## src/rtl/uart_rb_pkg.sv

```systemverilog
`timescale 1ns / 1ps

package uart_rb_pkg;

   // Default receive FIFO depth and the depth of the command queue.
   localparam int FIFO_DEPTH_DEF = 16;
   localparam int QUEUE_DEPTH    = 2;

   // Stream widths: request data holds offset, wdata and rx_char; response
   // data holds rdata, tx_valid, tx_char, irq and error, padded to bytes.
   localparam int REQ_TDATA_W = 40;
   localparam int REQ_TUSER_W = 2;
   localparam int RSP_TDATA_W = 32;

   // Register offsets.
   localparam logic [11:0] OFS_DATA = 12'h000;
   localparam logic [11:0] OFS_FLAG = 12'h018;
   localparam logic [11:0] OFS_LCR  = 12'h02c;
   localparam logic [11:0] OFS_CR   = 12'h030;
   localparam logic [11:0] OFS_IFLS = 12'h034;
   localparam logic [11:0] OFS_IMSC = 12'h038;
   localparam logic [11:0] OFS_MIS  = 12'h040;
   localparam logic [11:0] OFS_ICR  = 12'h044;

   // Status bits.
   localparam logic [15:0] FLAG_TX_EMPTY = 16'h0080;
   localparam logic [15:0] FLAG_RX_FULL  = 16'h0040;
   localparam logic [15:0] FLAG_RX_EMPTY = 16'h0010;
   localparam logic [15:0] MIS_TX        = 16'h0020;
   localparam logic [15:0] MIS_RX        = 16'h0010;
   localparam int          IMSC_TX_BIT   = 5;
   localparam int          IMSC_RX_BIT   = 4;

   // Highest legal level code.
   localparam logic [2:0] LVL_MAX = 3'd4;

   typedef enum logic [1:0] {
      OP_READ  = 2'd0,
      OP_WRITE = 2'd1,
      OP_RX    = 2'd2,
      OP_NONE  = 2'd3
   } op_type;

   typedef enum logic [2:0] {
      ERR_NONE       = 3'd0,
      ERR_TX_CHAR    = 3'd1,
      ERR_RX_LEVEL   = 3'd2,
      ERR_TX_LEVEL   = 3'd3,
      ERR_RX_OVERRUN = 3'd4
   } err_type;

   // What the back end has to do for one item.
   typedef enum logic [3:0] {
      CMD_NOP     = 4'd0,
      CMD_RD_DATA = 4'd1,
      CMD_RD_FLAG = 4'd2,
      CMD_RD_LCR  = 4'd3,
      CMD_RD_CR   = 4'd4,
      CMD_RD_IFLS = 4'd5,
      CMD_RD_IMSC = 4'd6,
      CMD_RD_MIS  = 4'd7,
      CMD_WR_DATA = 4'd8,
      CMD_WR_LCR  = 4'd9,
      CMD_WR_CR   = 4'd10,
      CMD_WR_IFLS = 4'd11,
      CMD_WR_IMSC = 4'd12,
      CMD_RX      = 4'd13
   } cmd_kind_type;

   // Classified item as it travels through the command queue.
   typedef struct packed {
      cmd_kind_type kind;
      logic [15:0]  data;        // wdata, or the received character
      logic         tx_bad;      // write data above 127
      logic         rx_lvl_bad;  // level bits 5..3 above 4
      logic         tx_lvl_bad;  // level bits 2..0 above 4
   } cmd_type;

endpackage

```

## src/rtl/uart_rb_front.sv

```systemverilog
`timescale 1ns / 1ps

module uart_rb_front
   import uart_rb_pkg::*;
(
   input  logic [1:0]  op,
   input  logic [11:0] offset,
   input  logic [15:0] wdata,
   input  logic [7:0]  rx_char,
   output cmd_type     cmd
);

   // Decode the operation and offset into one back-end command.
   always_comb begin
      cmd            = '0;
      cmd.kind       = CMD_NOP;
      cmd.data       = wdata;
      cmd.tx_bad     = (wdata[15:7] != 9'd0);
      cmd.rx_lvl_bad = (wdata[5:3] > LVL_MAX);
      cmd.tx_lvl_bad = (wdata[2:0] > LVL_MAX);
      unique case (op_type'(op))
         OP_READ: begin
            unique case (offset)
               OFS_DATA: cmd.kind = CMD_RD_DATA;
               OFS_FLAG: cmd.kind = CMD_RD_FLAG;
               OFS_LCR:  cmd.kind = CMD_RD_LCR;
               OFS_CR:   cmd.kind = CMD_RD_CR;
               OFS_IFLS: cmd.kind = CMD_RD_IFLS;
               OFS_IMSC: cmd.kind = CMD_RD_IMSC;
               OFS_MIS:  cmd.kind = CMD_RD_MIS;
               default:  cmd.kind = CMD_NOP;
            endcase
         end
         OP_WRITE: begin
            // The clear register stores a word that nothing reads back, so
            // a write to it acts like an unmapped write.
            unique case (offset)
               OFS_DATA: cmd.kind = CMD_WR_DATA;
               OFS_LCR:  cmd.kind = CMD_WR_LCR;
               OFS_CR:   cmd.kind = CMD_WR_CR;
               OFS_IFLS: cmd.kind = CMD_WR_IFLS;
               OFS_IMSC: cmd.kind = CMD_WR_IMSC;
               default:  cmd.kind = CMD_NOP;
            endcase
         end
         OP_RX: begin
            cmd.kind = CMD_RX;
            cmd.data = {8'd0, rx_char};
         end
         default: cmd.kind = CMD_NOP;
      endcase
   end

endmodule

```

## src/rtl/uart_rb_queue.sv

```systemverilog
`timescale 1ns / 1ps

module uart_rb_queue
   import uart_rb_pkg::*;
#(
   parameter int DEPTH = QUEUE_DEPTH
)
(
   input  logic    clock,
   input  logic    reset,
   input  logic    push_valid,
   output logic    push_ready,
   input  cmd_type push_cmd,
   output logic    pop_valid,
   input  logic    pop_ready,
   output cmd_type pop_cmd
);

   localparam int PTR_W = (DEPTH > 1) ? $clog2(DEPTH) : 1;
   localparam int CNT_W = $clog2(DEPTH + 1);

   cmd_type            slot_ff [DEPTH];
   logic [PTR_W-1:0]   wr_ptr_ff, wr_ptr_in;
   logic [PTR_W-1:0]   rd_ptr_ff, rd_ptr_in;
   logic [CNT_W-1:0]   count_ff, count_in;
   logic               push, pop;

   assign push_ready = (count_ff != CNT_W'(DEPTH));
   assign pop_valid  = (count_ff != '0);
   assign pop_cmd    = slot_ff[rd_ptr_ff];
   assign push       = push_valid && push_ready;
   assign pop        = pop_valid && pop_ready;

   // Pointer and fill-count bookkeeping.
   always_comb begin
      wr_ptr_in = wr_ptr_ff;
      rd_ptr_in = rd_ptr_ff;
      count_in  = count_ff;
      if (push) begin
         wr_ptr_in = (wr_ptr_ff == PTR_W'(DEPTH - 1)) ? '0 : wr_ptr_ff + PTR_W'(1);
      end
      if (pop) begin
         rd_ptr_in = (rd_ptr_ff == PTR_W'(DEPTH - 1)) ? '0 : rd_ptr_ff + PTR_W'(1);
      end
      if (push && !pop) begin
         count_in = count_ff + CNT_W'(1);
      end else if (pop && !push) begin
         count_in = count_ff - CNT_W'(1);
      end
   end

   always_ff @(posedge clock) begin
      if (reset) begin
         wr_ptr_ff <= '0;
         rd_ptr_ff <= '0;
         count_ff  <= '0;
      end else begin
         wr_ptr_ff <= wr_ptr_in;
         rd_ptr_ff <= rd_ptr_in;
         count_ff  <= count_in;
      end
   end

   // Queue slots carry payload only.
   always_ff @(posedge clock) begin
      if (push) begin
         slot_ff[wr_ptr_ff] <= push_cmd;
      end
   end

endmodule

```

## src/rtl/uart_rb_back.sv

```systemverilog
`timescale 1ns / 1ps

module uart_rb_back
   import uart_rb_pkg::*;
#(
   parameter int FIFO_DEPTH = FIFO_DEPTH_DEF
)
(
   input  logic        clock,
   input  logic        reset,
   input  logic        cmd_valid,
   output logic        cmd_ready,
   input  cmd_type     cmd,
   output logic        out_valid,
   input  logic        out_ready,
   output logic [15:0] rdata,
   output logic        tx_valid,
   output logic [6:0]  tx_char,
   output logic        irq,
   output logic [2:0]  error
);

   localparam int IDX_W = $clog2(FIFO_DEPTH);
   localparam int CNT_W = $clog2(FIFO_DEPTH + 1);

   // Receive FIFO storage and its pointers.
   logic [7:0]       rx_mem [FIFO_DEPTH];
   logic [7:0]       mem_q_ff;
   logic [IDX_W-1:0] head_ff, head_in;
   logic [CNT_W-1:0] count_ff, count_in;
   logic [CNT_W:0]   tail_sum;
   logic [IDX_W-1:0] tail;

   // Software-visible registers.
   logic [7:0]  lcr_ff, lcr_in;
   logic [15:0] cr_ff, cr_in;
   logic [15:0] ifls_ff, ifls_in;
   logic [15:0] imsc_ff, imsc_in;

   // Result register.
   logic        out_valid_ff;
   logic        pop_ff;
   logic [15:0] rdata_ff, rdata_in;
   logic        txv_ff, txv_in;
   logic [6:0]  txc_ff, txc_in;
   logic        irq_ff, irq_in;
   err_type     err_ff, err_in;

   logic take, push, pop, fifo_full, fifo_empty;

   // A command is taken whenever the result register is free or drains.
   assign cmd_ready  = !out_valid_ff || out_ready;
   assign take       = cmd_valid && cmd_ready;
   assign fifo_full  = (count_ff == CNT_W'(FIFO_DEPTH));
   assign fifo_empty = (count_ff == '0);

   // Write slot is head plus count, wrapped once.
   assign tail_sum = {1'b0, count_ff} + (CNT_W + 1)'(head_ff);
   assign tail = (tail_sum >= (CNT_W + 1)'(FIFO_DEPTH))
                 ? IDX_W'(tail_sum - (CNT_W + 1)'(FIFO_DEPTH))
                 : IDX_W'(tail_sum);

   // Execute one command: state update and result fields.
   always_comb begin
      head_in  = head_ff;
      count_in = count_ff;
      lcr_in   = lcr_ff;
      cr_in    = cr_ff;
      ifls_in  = ifls_ff;
      imsc_in  = imsc_ff;
      rdata_in = '0;
      txv_in   = 1'b0;
      txc_in   = '0;
      irq_in   = 1'b0;
      err_in   = ERR_NONE;
      push     = 1'b0;
      pop      = 1'b0;
      if (take) begin
         case (cmd.kind)
            CMD_RD_DATA: begin
               if (!fifo_empty) begin
                  pop      = 1'b1;
                  head_in  = (head_ff == IDX_W'(FIFO_DEPTH - 1)) ? '0
                             : head_ff + IDX_W'(1);
                  count_in = count_ff - CNT_W'(1);
               end
            end
            CMD_RD_FLAG: begin
               rdata_in = FLAG_TX_EMPTY | (fifo_full ? FLAG_RX_FULL : 16'd0)
                          | (fifo_empty ? FLAG_RX_EMPTY : 16'd0);
            end
            CMD_RD_LCR:  rdata_in = {8'd0, lcr_ff};
            CMD_RD_CR:   rdata_in = cr_ff;
            CMD_RD_IFLS: rdata_in = ifls_ff;
            CMD_RD_IMSC: rdata_in = imsc_ff;
            CMD_RD_MIS: begin
               rdata_in = MIS_TX | (fifo_empty ? 16'd0 : MIS_RX);
            end
            CMD_WR_DATA: begin
               if (cmd.tx_bad) begin
                  err_in = ERR_TX_CHAR;
               end else begin
                  txv_in = 1'b1;
                  txc_in = cmd.data[6:0];
               end
            end
            CMD_WR_LCR: lcr_in = cmd.data[7:0];
            CMD_WR_CR:  cr_in  = cmd.data;
            CMD_WR_IFLS: begin
               // The thresholds themselves drive nothing visible; only the
               // stored word and the error code matter.
               if (cmd.rx_lvl_bad) begin
                  err_in = ERR_RX_LEVEL;
               end else if (cmd.tx_lvl_bad) begin
                  err_in = ERR_TX_LEVEL;
               end else begin
                  ifls_in = cmd.data;
               end
            end
            CMD_WR_IMSC: begin
               imsc_in = cmd.data;
               irq_in  = cmd.data[IMSC_TX_BIT];
            end
            CMD_RX: begin
               if (fifo_full) begin
                  err_in = ERR_RX_OVERRUN;
               end else begin
                  push     = 1'b1;
                  count_in = count_ff + CNT_W'(1);
               end
               irq_in = imsc_ff[IMSC_RX_BIT];
            end
            default: begin
            end
         endcase
      end
   end

   // Control state.
   always_ff @(posedge clock) begin
      if (reset) begin
         head_ff      <= '0;
         count_ff     <= '0;
         lcr_ff       <= '0;
         cr_ff        <= '0;
         ifls_ff      <= '0;
         imsc_ff      <= '0;
         out_valid_ff <= 1'b0;
      end else begin
         head_ff  <= head_in;
         count_ff <= count_in;
         lcr_ff   <= lcr_in;
         cr_ff    <= cr_in;
         ifls_ff  <= ifls_in;
         imsc_ff  <= imsc_in;
         if (take) begin
            out_valid_ff <= 1'b1;
         end else if (out_ready) begin
            out_valid_ff <= 1'b0;
         end
      end
   end

   // Result payload, loaded with each executed command.
   always_ff @(posedge clock) begin
      if (take) begin
         pop_ff   <= pop;
         rdata_ff <= rdata_in;
         txv_ff   <= txv_in;
         txc_ff   <= txc_in;
         irq_ff   <= irq_in;
         err_ff   <= err_in;
      end
   end

   // Receive FIFO memory with registered read port.
   always_ff @(posedge clock) begin
      if (push) begin
         rx_mem[tail] <= cmd.data[7:0];
      end
      if (pop) begin
         mem_q_ff <= rx_mem[head_ff];
      end
   end

   assign out_valid = out_valid_ff;
   assign rdata     = pop_ff ? {8'd0, mem_q_ff} : rdata_ff;
   assign tx_valid  = txv_ff;
   assign tx_char   = txc_ff;
   assign irq       = irq_ff;
   assign error     = err_ff;

endmodule

```

## src/rtl/uart_register_block.sv

```systemverilog
// An item accepted on req_* passes through the command queue and the back
// end's result register to rsp_*; one item per cycle while rsp_* does not
// stall, with the receive FIFO memory read registered into the result.
// A two-entry command queue lets either side stall without stopping the other.
// Reset is synchronous and active high; it empties the queue and the FIFO,
// clears the software registers and result valid, not FIFO storage or payload.
`timescale 1ns / 1ps

module uart_register_block
   import uart_rb_pkg::*;
#(
   parameter int FIFO_DEPTH = FIFO_DEPTH_DEF
)
(
   input  logic                   clock,
   input  logic                   reset,
   input  logic                   req_tvalid,
   output logic                   req_tready,
   // offset [11:0], wdata [27:12], rx_char [35:28], zero [39:36]
   input  logic [REQ_TDATA_W-1:0] req_tdata,
   // op [1:0]
   input  logic [REQ_TUSER_W-1:0] req_tuser,
   output logic                   rsp_tvalid,
   input  logic                   rsp_tready,
   // rdata [15:0], tx_valid [16], tx_char [23:17], irq [24], error [27:25],
   // zero [31:28]
   output logic [RSP_TDATA_W-1:0] rsp_tdata
);

   cmd_type     front_cmd;
   cmd_type     back_cmd;
   logic        back_valid;
   logic        back_ready;
   logic [15:0] rdata;
   logic        tx_valid;
   logic [6:0]  tx_char;
   logic        irq;
   logic [2:0]  error;

   // Front end: classify the incoming item.
   uart_rb_front u_front (
      .op      (req_tuser[1:0]),
      .offset  (req_tdata[11:0]),
      .wdata   (req_tdata[27:12]),
      .rx_char (req_tdata[35:28]),
      .cmd     (front_cmd)
   );

   // Command queue between front and back.
   uart_rb_queue #(
      .DEPTH (QUEUE_DEPTH)
   ) u_queue (
      .clock      (clock),
      .reset      (reset),
      .push_valid (req_tvalid),
      .push_ready (req_tready),
      .push_cmd   (front_cmd),
      .pop_valid  (back_valid),
      .pop_ready  (back_ready),
      .pop_cmd    (back_cmd)
   );

   // Back end: registers, receive FIFO and result register.
   uart_rb_back #(
      .FIFO_DEPTH (FIFO_DEPTH)
   ) u_back (
      .clock     (clock),
      .reset     (reset),
      .cmd_valid (back_valid),
      .cmd_ready (back_ready),
      .cmd       (back_cmd),
      .out_valid (rsp_tvalid),
      .out_ready (rsp_tready),
      .rdata     (rdata),
      .tx_valid  (tx_valid),
      .tx_char   (tx_char),
      .irq       (irq),
      .error     (error)
   );

   assign rsp_tdata = {4'd0, error, irq, tx_char, tx_valid, rdata};

endmodule

```

## config.mk

```make
export PLATFORM = sky130hd
export DESIGN_NAME = uart_register_block
export DESIGN_NICKNAME = d
export VERILOG_FILES = /design/src/rtl/uart_rb_pkg.sv /design/src/rtl/uart_rb_front.sv /design/src/rtl/uart_rb_queue.sv /design/src/rtl/uart_rb_back.sv /design/src/rtl/uart_register_block.sv
export SDC_FILE = /design/constraint.sdc
export NUM_CORES = 1
export LEC_CHECK = 0
export ABC_AREA = 1
export BUFFER_PORTS_ARGS = -buffer_cell sky130_fd_sc_hd__buf_2
export CAP_MARGIN = 20
export CORE_MARGIN = 2
export CORE_UTILIZATION = 25
export CTS_BUF_LIST = sky130_fd_sc_hd__clkbuf_4
export DETAILED_ROUTE_END_ITERATION = 6
export GPL_TIMING_DRIVEN = 0
export PLACE_DENSITY_LB_ADDON = 0.15
export SETUP_SLACK_MARGIN = 0.3
export SLEW_MARGIN = 10
export SYNTH_ARGS = -nofsm -noshare
export SYNTH_HDL_FRONTEND = slang
export SYNTH_SLANG_ARGS = --single-unit
```

## constraint.sdc

```tcl
create_clock -name clock -period 4.2 [get_ports clock]
set_clock_uncertainty 0.2 [all_clocks]
set_input_delay 0.84 -clock clock [delete_from_list [all_inputs] [get_ports clock]]
set_output_delay 0.84 -clock clock [all_outputs]
set_load 0.005 [all_outputs]
```

==> results.cfg, run 1 <==
[floorplan]
core-area_mm2 = 0.0475
initial_core_util_pct = 25.2
die_width_um = 223
die_y_um = 223
row_count = 80
ios = 80
fp.dieArea_mm2 = 0.0497

[clock_network]
cts_buffers = 82
cts_tree = built
cts_num_sinks = 282
cts_root_buffer = clkbuf_4
cts.htree.levels = 3
clk_pin_slew_ns = 0.06
hold_buffers = 0
cts_setup_buffers = 0
clk_latency_ns = 0.76
cts_resized = 0
cts_buffer_depth = 3

[grt]
grt_pass1_vias = 8907
grt_start_max_net_pins = 31
track_usage_pct = 14.3
antenna_found_initial = 1
grt_pass1_wl_um = 53400
grt-ovfl-total = 0

[logic_synthesis]
synth_cells = 1171
synth_cell_type_count = 41
ys_seq_elements = 282
synth_edf_count = 211
synth_area_per_cell_um2 = 10.2
synthFlopType = edfxtp_1
synthesis.yosys.warnings = 0
syn_area_mm2 = 0.0120
ys_seq_area_share_pct = 64.7
async_flop_share_pct = 0

[route]
drt-initial-drc-count = 394
viasPerCell = 4.43
drtPass1Iterations = 5
drc = 0
ant_nets = 0
totalWireLength_um = 35000
via_count = 8880
wl_per_cell_um = 17.5

[setup_path]
critPathLaunchType = register
crit_path_end_kind = output pin
reg2reg_to = u_back.rx_mem[8][7]$_DFFE_PP_
critPathKind = register to output pin
required_ns = 3.16
rr_worst_depth = 9
reg2reg_slack_ns = 1.04
critPathArrivalTime_ns = 2.42
crit_fanout = 10

[power_and_ir_drop]
p_per_area_mw_per_mm2 = 582
power.switching_uw = 2740
clkPwrFrac_pct = 32.0
p_int_uw = 5530
ir_drop_v = 0.000234
switching_share_pct = 33.1
pwr-share-seq_pct = 44.1
p_comb_share_pct = 23.9
leakage_uw = 0.00527

[layout]
drive_gt1_share_pct = 18.9
mostFrequentLayoutCell = edfxtp_1
nets = 1387
area_delta_synth_final_pct = 18.7
mostFrequentLayoutCells = 211 x edfxtp_1, 185 x nand2_1, 182 x nor2_1

[placed_design]
gp_congestion = 0.771
port_buffers = 71
dpl.hpwl_um = 23300

[sta]
slew_viol_final = 0
whs_ns = 0.231
fmax_ghz = 0.289
min_period_ns = 3.46
timing.final.crit_share_pct = 82.3
worstMarginPinSlew_ns = 0.997
rsz0062_at_grt = no
slew-limit-headroom_pct = 33.5
setup_viol = 0
finalHoldViolCount = 0
fin_setup_tns_ns = 0

[worst_hold_path]
holdPathEnd = u_queue.slot_ff[1][10]$_DFFE_PP_
min_path_type = primary input to register
min_path_cells = 3
min_from = req_tdata[35]

[run]
max-cap-violations = 0

[outcome]
status = completed
## sequential cells by signal, summed over array words and instances (netlist names), 2 cells and up, named ones only
signal	cells
u_back.head_ff	4
u_back.ifls_ff	16
u_back.tx_char	7
u_back.mem_q_ff	8
u_queue.count_ff	2
u_back.imsc_ff	16
u_back.rdata_ff	16
u_back.error	3
u_back.lcr_ff	8
u_back.count_ff	5
u_back.rx_mem	128
u_back.cr_ff	16
u_queue.slot_ff	46
## synthesized netlist by cell type, types with 9 or more instances
library cell  instances  area [um2]
a21oi_1              70         350
buf_2                12        60.1
buf_4                 9        67.6
clkbuf_1             30         113
dfxtp_1              71        1420
edfxtp_1            211        6340
inv_1               107         402
nand2_1             185         694
nand3_1              57         285
nor2_1              184         691
o211ai_1             18         135
o21ai_0              97         485
o21ai_1              17        85.1
o32ai_1              16         140
or2_2                10        62.6
## power groups by stage
stage / Clock (uW) / Combinational [uW] / Sequential (uW)
global route: 2880 / 2220 / 3680
finish: 2640 / 1980 / 3650
detailed placement: 0 / 2020 / 3710
CTS: 2740 / 2020 / 3660
global placement: 0 / 1970 / 3730
floorplan: 0 / 1150 / 3670
## worst max path at each step
stage / slack [ns] / from / end / depth (start not counted)
2_1_floorplan: 1.39 / rsp_tready / u_back.error[0]$_DFFE_PP_ / 5
3_3_place_gp: 0.27 / rsp_tready / u_back.imsc_ff[3]$_SDFFE_PP0P_ / 8
3_5_place_dp: 0.90 / rsp_tready / u_back.rx_mem[8][6]$_DFFE_PP_ / 7
4_1_cts: 0.59 / u_back.pop_ff$_DFFE_PP_ / rsp_tdata[6] / 4
5_1_grt: 0.52 / u_back.pop_ff$_DFFE_PP_ / rsp_tdata[0] / 4
6_report: 0.74 / u_back.pop_ff$_DFFE_PP_ / rsp_tdata[6] / 4
## worst max-delay path, cell delays in order, from the launching register on
cell	delay, ns
edfxtp_1	0.32
clkbuf_1	0.39
clkbuf_1	0.46
mux2_2	0.39
buf_2	0.13
## routing by layer
layer  wire length [um]  GRT usage (%)
met2              16400           23.2
met3               1470           2.96
met4               1010           5.72
met5                  0              0
met1              16100           18.6
## cell type report
| type | instances | area [um2] |
|---|---|---|
| multi-input combinational | 725 | 3580 |
| fill | 5008 | 33300 |
| tap | 615 | 769 |
| inverter | 111 | 417 |
| clock buffer | 124 | 931 |
| clock inverter | 16 | 114 |
| sequential | 282 | 7760 |
| buffer | 56 | 260 |
| antenna | 3 | 7.51 |
| timing repair buffer | 73 | 387 |
## through the flow
step	area, um2	utilization [%]	power, uW	std cells	worst slack, ns
final	14200	29.9	8270	2005	0.742
after floorplan	12000	-	4820	1174	1.39
after global routing	14200	29.9	8780	2003	0.521
after detailed placement	13200	27.7	5730	1861	0.897
after CTS	14200	29.9	8420	2001	0.592
after global placement	13100	27.6	5690	1860	0.273
## kinds of logic after synthesis
logic type                 after synthesis  synth area share [%]
AOI/OAI and AO/OA                      237                  11.3
xor gates and xnor gates                 6                 0.439
adders and majority gates               10                  1.17
buffers and inverters                  167                  5.64
DFF                                    282                  64.7
muxes                                    8                 0.752
other                                    1                0.0313
and+or+nand+nor                        460                  15.9
Power figures use the tool's default switching activity.
==> inputs of run 2 (changes only) <==
clock period = 2.99 ns   (was 4.2 ns; I/O delays follow)
==> results.cfg, run 2 (synthesized netlist as in run 1, its figures left out) <==
[outcome]
status = completed

[setup_path]
required_ns = 2.19
reg2reg_to = u_back.rx_mem[15][7]$_DFFE_PP_
critPathArrivalTime_ns = 1.83
crit_path_end_kind = output pin
critPathKind = register to output pin
rr_worst_depth = 12
crit_fanout = 8
critPathLaunchType = register
reg2reg_slack_ns = 0.47

[sta]
slew_viol_final = 0
setup_viol = 0
setup_ws_ns = 0.364
timing.final.crit_share_pct = 87.8
min_period_ns = 2.63
slew-limit-headroom_pct = 32.6
worstMarginPinSlew_ns = 1.01
fmax_ghz = 0.381
rsz0062_at_grt = yes
finalHoldViolCount = 0
fin_setup_tns_ns = 0

[worst_hold_path]
holdPathEnd = u_queue.slot_ff[1][2]$_DFFE_PP_
min_path_type = primary input to register
min_path_cells = 3
min_from = req_tdata[19]

[placed_design]
dp_cells = 1861
place_area_mm2 = 0.0132
port_buffers = 71
gp_congestion = 0.771
dpl.hpwl_um = 23300
post-place-ws_ns = -0.273

[floorplan]
die_y_um = 223
core-area_mm2 = 0.0475
ios = 80
row_count = 80
fp.dieArea_mm2 = 0.0497
die_width_um = 223
initial_core_util_pct = 25.2

[route]
drtPass1Iterations = 4
ant_nets = 0
via_count = 9069
totalWireLength_um = 35700
viasPerCell = 4.44
wl_per_cell_um = 17.5
drc = 0
drt-initial-drc-count = 477

[grt]
grt-ovfl-total = 0
grt_pass1_vias = 9136
track_usage_pct = 14.6
antenna_found_initial = 1
grt_pass1_wl_um = 54600
grt_start_max_net_pins = 31

[clock_network]
cts_buffer_depth = 3
cts_num_sinks = 282
cts_tree = built
clk_latency_ns = 0.76
cts.htree.levels = 3
cts_buffers = 82
clk_pin_slew_ns = 0.06
cts_root_buffer = clkbuf_4

[power_and_ir_drop]
leakage_uw = 0.00552
ir_drop_v = 0.000329
p_per_area_mw_per_mm2 = 798

[layout]
largest_reg_flops = 128
fin_cells = 2043
area_delta_synth_final_pct = 24.8
drive_gt1_share_pct = 22.2
mostFrequentLayoutCells = 211 x edfxtp_1, 181 x nand2_1, 164 x nor2_1
largest-register = u_back.rx_mem
mostFrequentLayoutCell = edfxtp_1
final_area_mm2 = 0.0150
top_regs = u_back.rx_mem x128, u_queue.slot_ff x46
nets = 1425

[run]
max-cap-violations = 0
==> run 2: metrics by stage <==
| stage | hold WS (ns) | total power, uW | util (%) |
|---|---|---|---|
| 6_report | 0.0796 | 11900 | 31.4 |
| 5_1_grt | 0.0311 | 12700 | 31.4 |
| 4_1_cts | 0.00672 | 12100 | 31.3 |
| 3_5_place_dp | 0.240 | 8050 | 27.7 |
| 3_3_place_gp | 0.239 | 8000 | 27.6 |
| 2_1_floorplan | 0.225 | 6780 | - |
==> run 2: worst max-delay path by stage <==
stage	cells after the start	endpoint	from	slack, ns
4_1_cts	8	u_back.ifls_ff[4]$_SDFFE_PP0P_	register	0.27
5_1_grt	5	rsp_tdata[15]	u_back.pop_ff$_DFFE_PP_	0.26
2_1_floorplan	5	u_back.error[0]$_DFFE_PP_	rsp_tready	0.42
3_3_place_gp	8	u_back.imsc_ff[3]$_SDFFE_PP0P_	rsp_tready	-0.69
3_5_place_dp	9	u_back.rx_mem[8][6]$_DFFE_PP_	register	-0.27
6_report	4	rsp_tdata[6]	u_back.pop_ff$_DFFE_PP_	0.36
==> run 2: per-layer routing <==
| layer | share of wire (%) | GRT usage (%) | vias up |
|---|---|---|---|
| met5 | 0 | 0 | - |
| met4 | 3.1 | 6.06 | 0 |
| met3 | 4.3 | 3.07 | 78 |
| met2 | 48 | 23.9 | 220 |
| met1 | 45 | 18.7 | 4294 |
| li1 | - | - | 4477 |
==> run 2: where the power goes <==
part / total, uW / switching, uW / internal [uW]
Combinational: 3080 / 2150 / 930
Sequential: 5130 / 180 / 4950
Clock: 3720 / 1680 / 2040
Total: 11900 / 4000 / 7930
==> run 2: worst max-delay path, cell delays in order, from the launching register on <==
cell,delay [ns]
edfxtp_1,0.39
buf_8,0.16
clkbuf_16,0.16
mux2_2,0.26
buf_2,0.13
==> run 2: cell type report <==
type,count,area [um2]
Timing Repair Buffer,110,856
Inverter,111,420
Buffer,56,302
Clock buffer,124,931
Fill cell,4930,32600
Clock inverter,16,114
Sequential cell,282,7760
Timing Repair inverter,1,7.51
Antenna cell,3,7.51
Multi-Input combinational cell,725,3780
Tap cell,615,769
==> run 2: what timing repair did <==
action | 4_1_cts | 5_1_grt
setup buffers | 15 | 4
hold buffers | 19 | 0
pin swaps | 12 | 1
endpoints found under the hold margin | 34 | 0
gates resized for setup | 60 | 13
gates cloned | 1 | 0
setup endpoints to repair | 191 | 93
==> inputs of run 3 (changes only) <==
clock period = 3.2 ns   (was 2.99 ns; I/O delays follow)
==> results.cfg, run 3 (synthesized netlist as in run 1, its figures left out) <==
[layout]
largest-register = u_back.rx_mem
top_regs = u_back.rx_mem x128, u_queue.slot_ff x46
area_delta_synth_final_pct = 22.6
largest_reg_flops = 128
final_core_util_pct = 30.9
fin_cells = 2028
nets = 1411
mostFrequentLayoutCell = edfxtp_1
drive_gt1_share_pct = 20.9
mostFrequentLayoutCells = 211 x edfxtp_1, 185 x nand2_1, 166 x nor2_1
fill_cells = 4949

[setup_path]
critPathKind = register to output pin
crit_chain = clkbuf_4 -> clkbuf_8 -> mux2_2 -> buf_2
critPathLaunchType = register
timing.critical_path.max_delay_family = buffers and inverters
slowest_delay_ns = 0.33
cpMaxStageDelayCell = mux2_2
crit_path_end_kind = output pin
reg2reg_slack_ns = 0.46
crit_buf_inv = 3
crit_fanout = 10
critPathArrivalTime_ns = 1.90
required_ns = 2.36

[grt]
grt-ovfl-total = 0
track_usage_pct = 14.3
grt_pass1_wl_um = 53600
grt_pass1_vias = 8971
grt_start_max_net_pins = 31
antenna_found_initial = 1

[placed_design]
post-place-ws_ns = -0.0634
dpl.hpwl_um = 23300
dp_cells = 1861
port_buffers = 71
gp_congestion = 0.771

[route]
via_count = 9021
drtPass1Iterations = 5
drt-initial-drc-count = 463
totalWireLength_um = 35100
drc = 0
ant_nets = 0
viasPerCell = 4.45
wl_per_cell_um = 17.3

[sta]
setup_viol = 0
worstMarginPinSlew_ns = 0.989
rsz0062_at_grt = yes
timing.final.crit_share_pct = 85.5
slew_viol_final = 0
slew-limit-headroom_pct = 34.0
finalHoldViolCount = 0
setup_ws_ns = 0.465
min_period_ns = 2.74
fmax_ghz = 0.366

[run]
max-cap-violations = 0

[floorplan]
row_count = 80
initial_core_util_pct = 25.2
die_y_um = 223
ios = 80
die_width_um = 223
core-area_mm2 = 0.0475
fp.dieArea_mm2 = 0.0497

[clock_network]
cts_num_sinks = 282
cts_root_buffer = clkbuf_4
cts_buffers = 82
clk_pin_slew_ns = 0.06
cts_buffer_depth = 3
clk_latency_ns = 0.75
cts_tree = built
cts.htree.levels = 3

[worst_hold_path]
min_path_type = primary input to register

[power_and_ir_drop]
leakage_uw = 0.00541
p_per_area_mw_per_mm2 = 745
ir_drop_v = 0.000307

[outcome]
status = completed
==> run 3: changes by cell type in the layout (fill, tap and decap cells not counted), sizes merged <==
cell	previous run	this run
diode	3	2
dlygate4sd3	19	14
inv	112	113
clkbuf	156	154
clkinvlp	2	0
buf	115	109
==> run 3: stage by stage <==
| stage | cell area [um2] | hold slack, ns | TNS [ns] | total power, uW |
|---|---|---|---|---|
| 2_1_floorplan | 12000 | 0.225 | 0 | 6330 |
| 3_3_place_gp | 13100 | 0.239 | -20.40 | 7470 |
| 3_5_place_dp | 13200 | 0.240 | -1.12 | 7520 |
| 4_1_cts | 14400 | 0.00240 | 0 | 11100 |
| 5_1_grt | 14700 | 0.0384 | 0 | 11600 |
| 6_report | 14700 | 0.0786 | 0 | 10900 |
==> run 3: worst paths after layout <==
check,start,end,depth (start not counted)
setup / recovery,u_back.pop_ff$_DFFE_PP_,rsp_tdata[6],4
hold / removal,req_tdata[34],u_queue.slot_ff[0][9]$_DFFE_PP_,3
setup reg to reg,register,u_back.rdata_ff[0]$_DFFE_PP_,9
hold reg to reg,u_queue.rd_ptr_ff$_SDFFE_PP0P_,u_queue.rd_ptr_ff$_SDFFE_PP0P_,1
==> run 3: where the power goes <==
group / total (uW) / internal [uW] / switching [uW]
clock: 3470 / 1910 / 1560
combinational: 2680 / 759 / 1920
sequential: 4790 / 4630 / 166
total: 10900 / 7290 / 3650
==> run 3: tightest hold or removal path, stage by stage <==
cell	delay, ns
buf_2	0.07
nand2_1	0.04
nand2_1	0.13
==> run 3: layout make-up <==
cell class	count	area [um2]	area share [%]
Inverter	111	417	2.84
Sequential cell	282	7760	52.8
Multi-Input combinational cell	725	3720	25.3
Buffer	56	275	1.87
Tap cell	615	769	5.24
Antenna cell	2	5.00	0.0341
Clock inverter	16	114	0.775
Timing Repair Buffer	97	702	4.78
Clock buffer	124	931	6.34
==> run 3: repair_timing <==
item	in CTS	in global routing
buffers inserted	0	10
hold buffers	14	0
pin swaps	0	7
endpoints found under the hold margin	25	0
endpoints found under the setup margin	144	134
resized for setup	22	22
==> run 3: routing by layer <==
layer	part of all wire (%)	global-route usage, %
met1	46	18.7
met2	47	23.3
met3	4.0	2.96
met4	2.9	5.72
met5	0	0
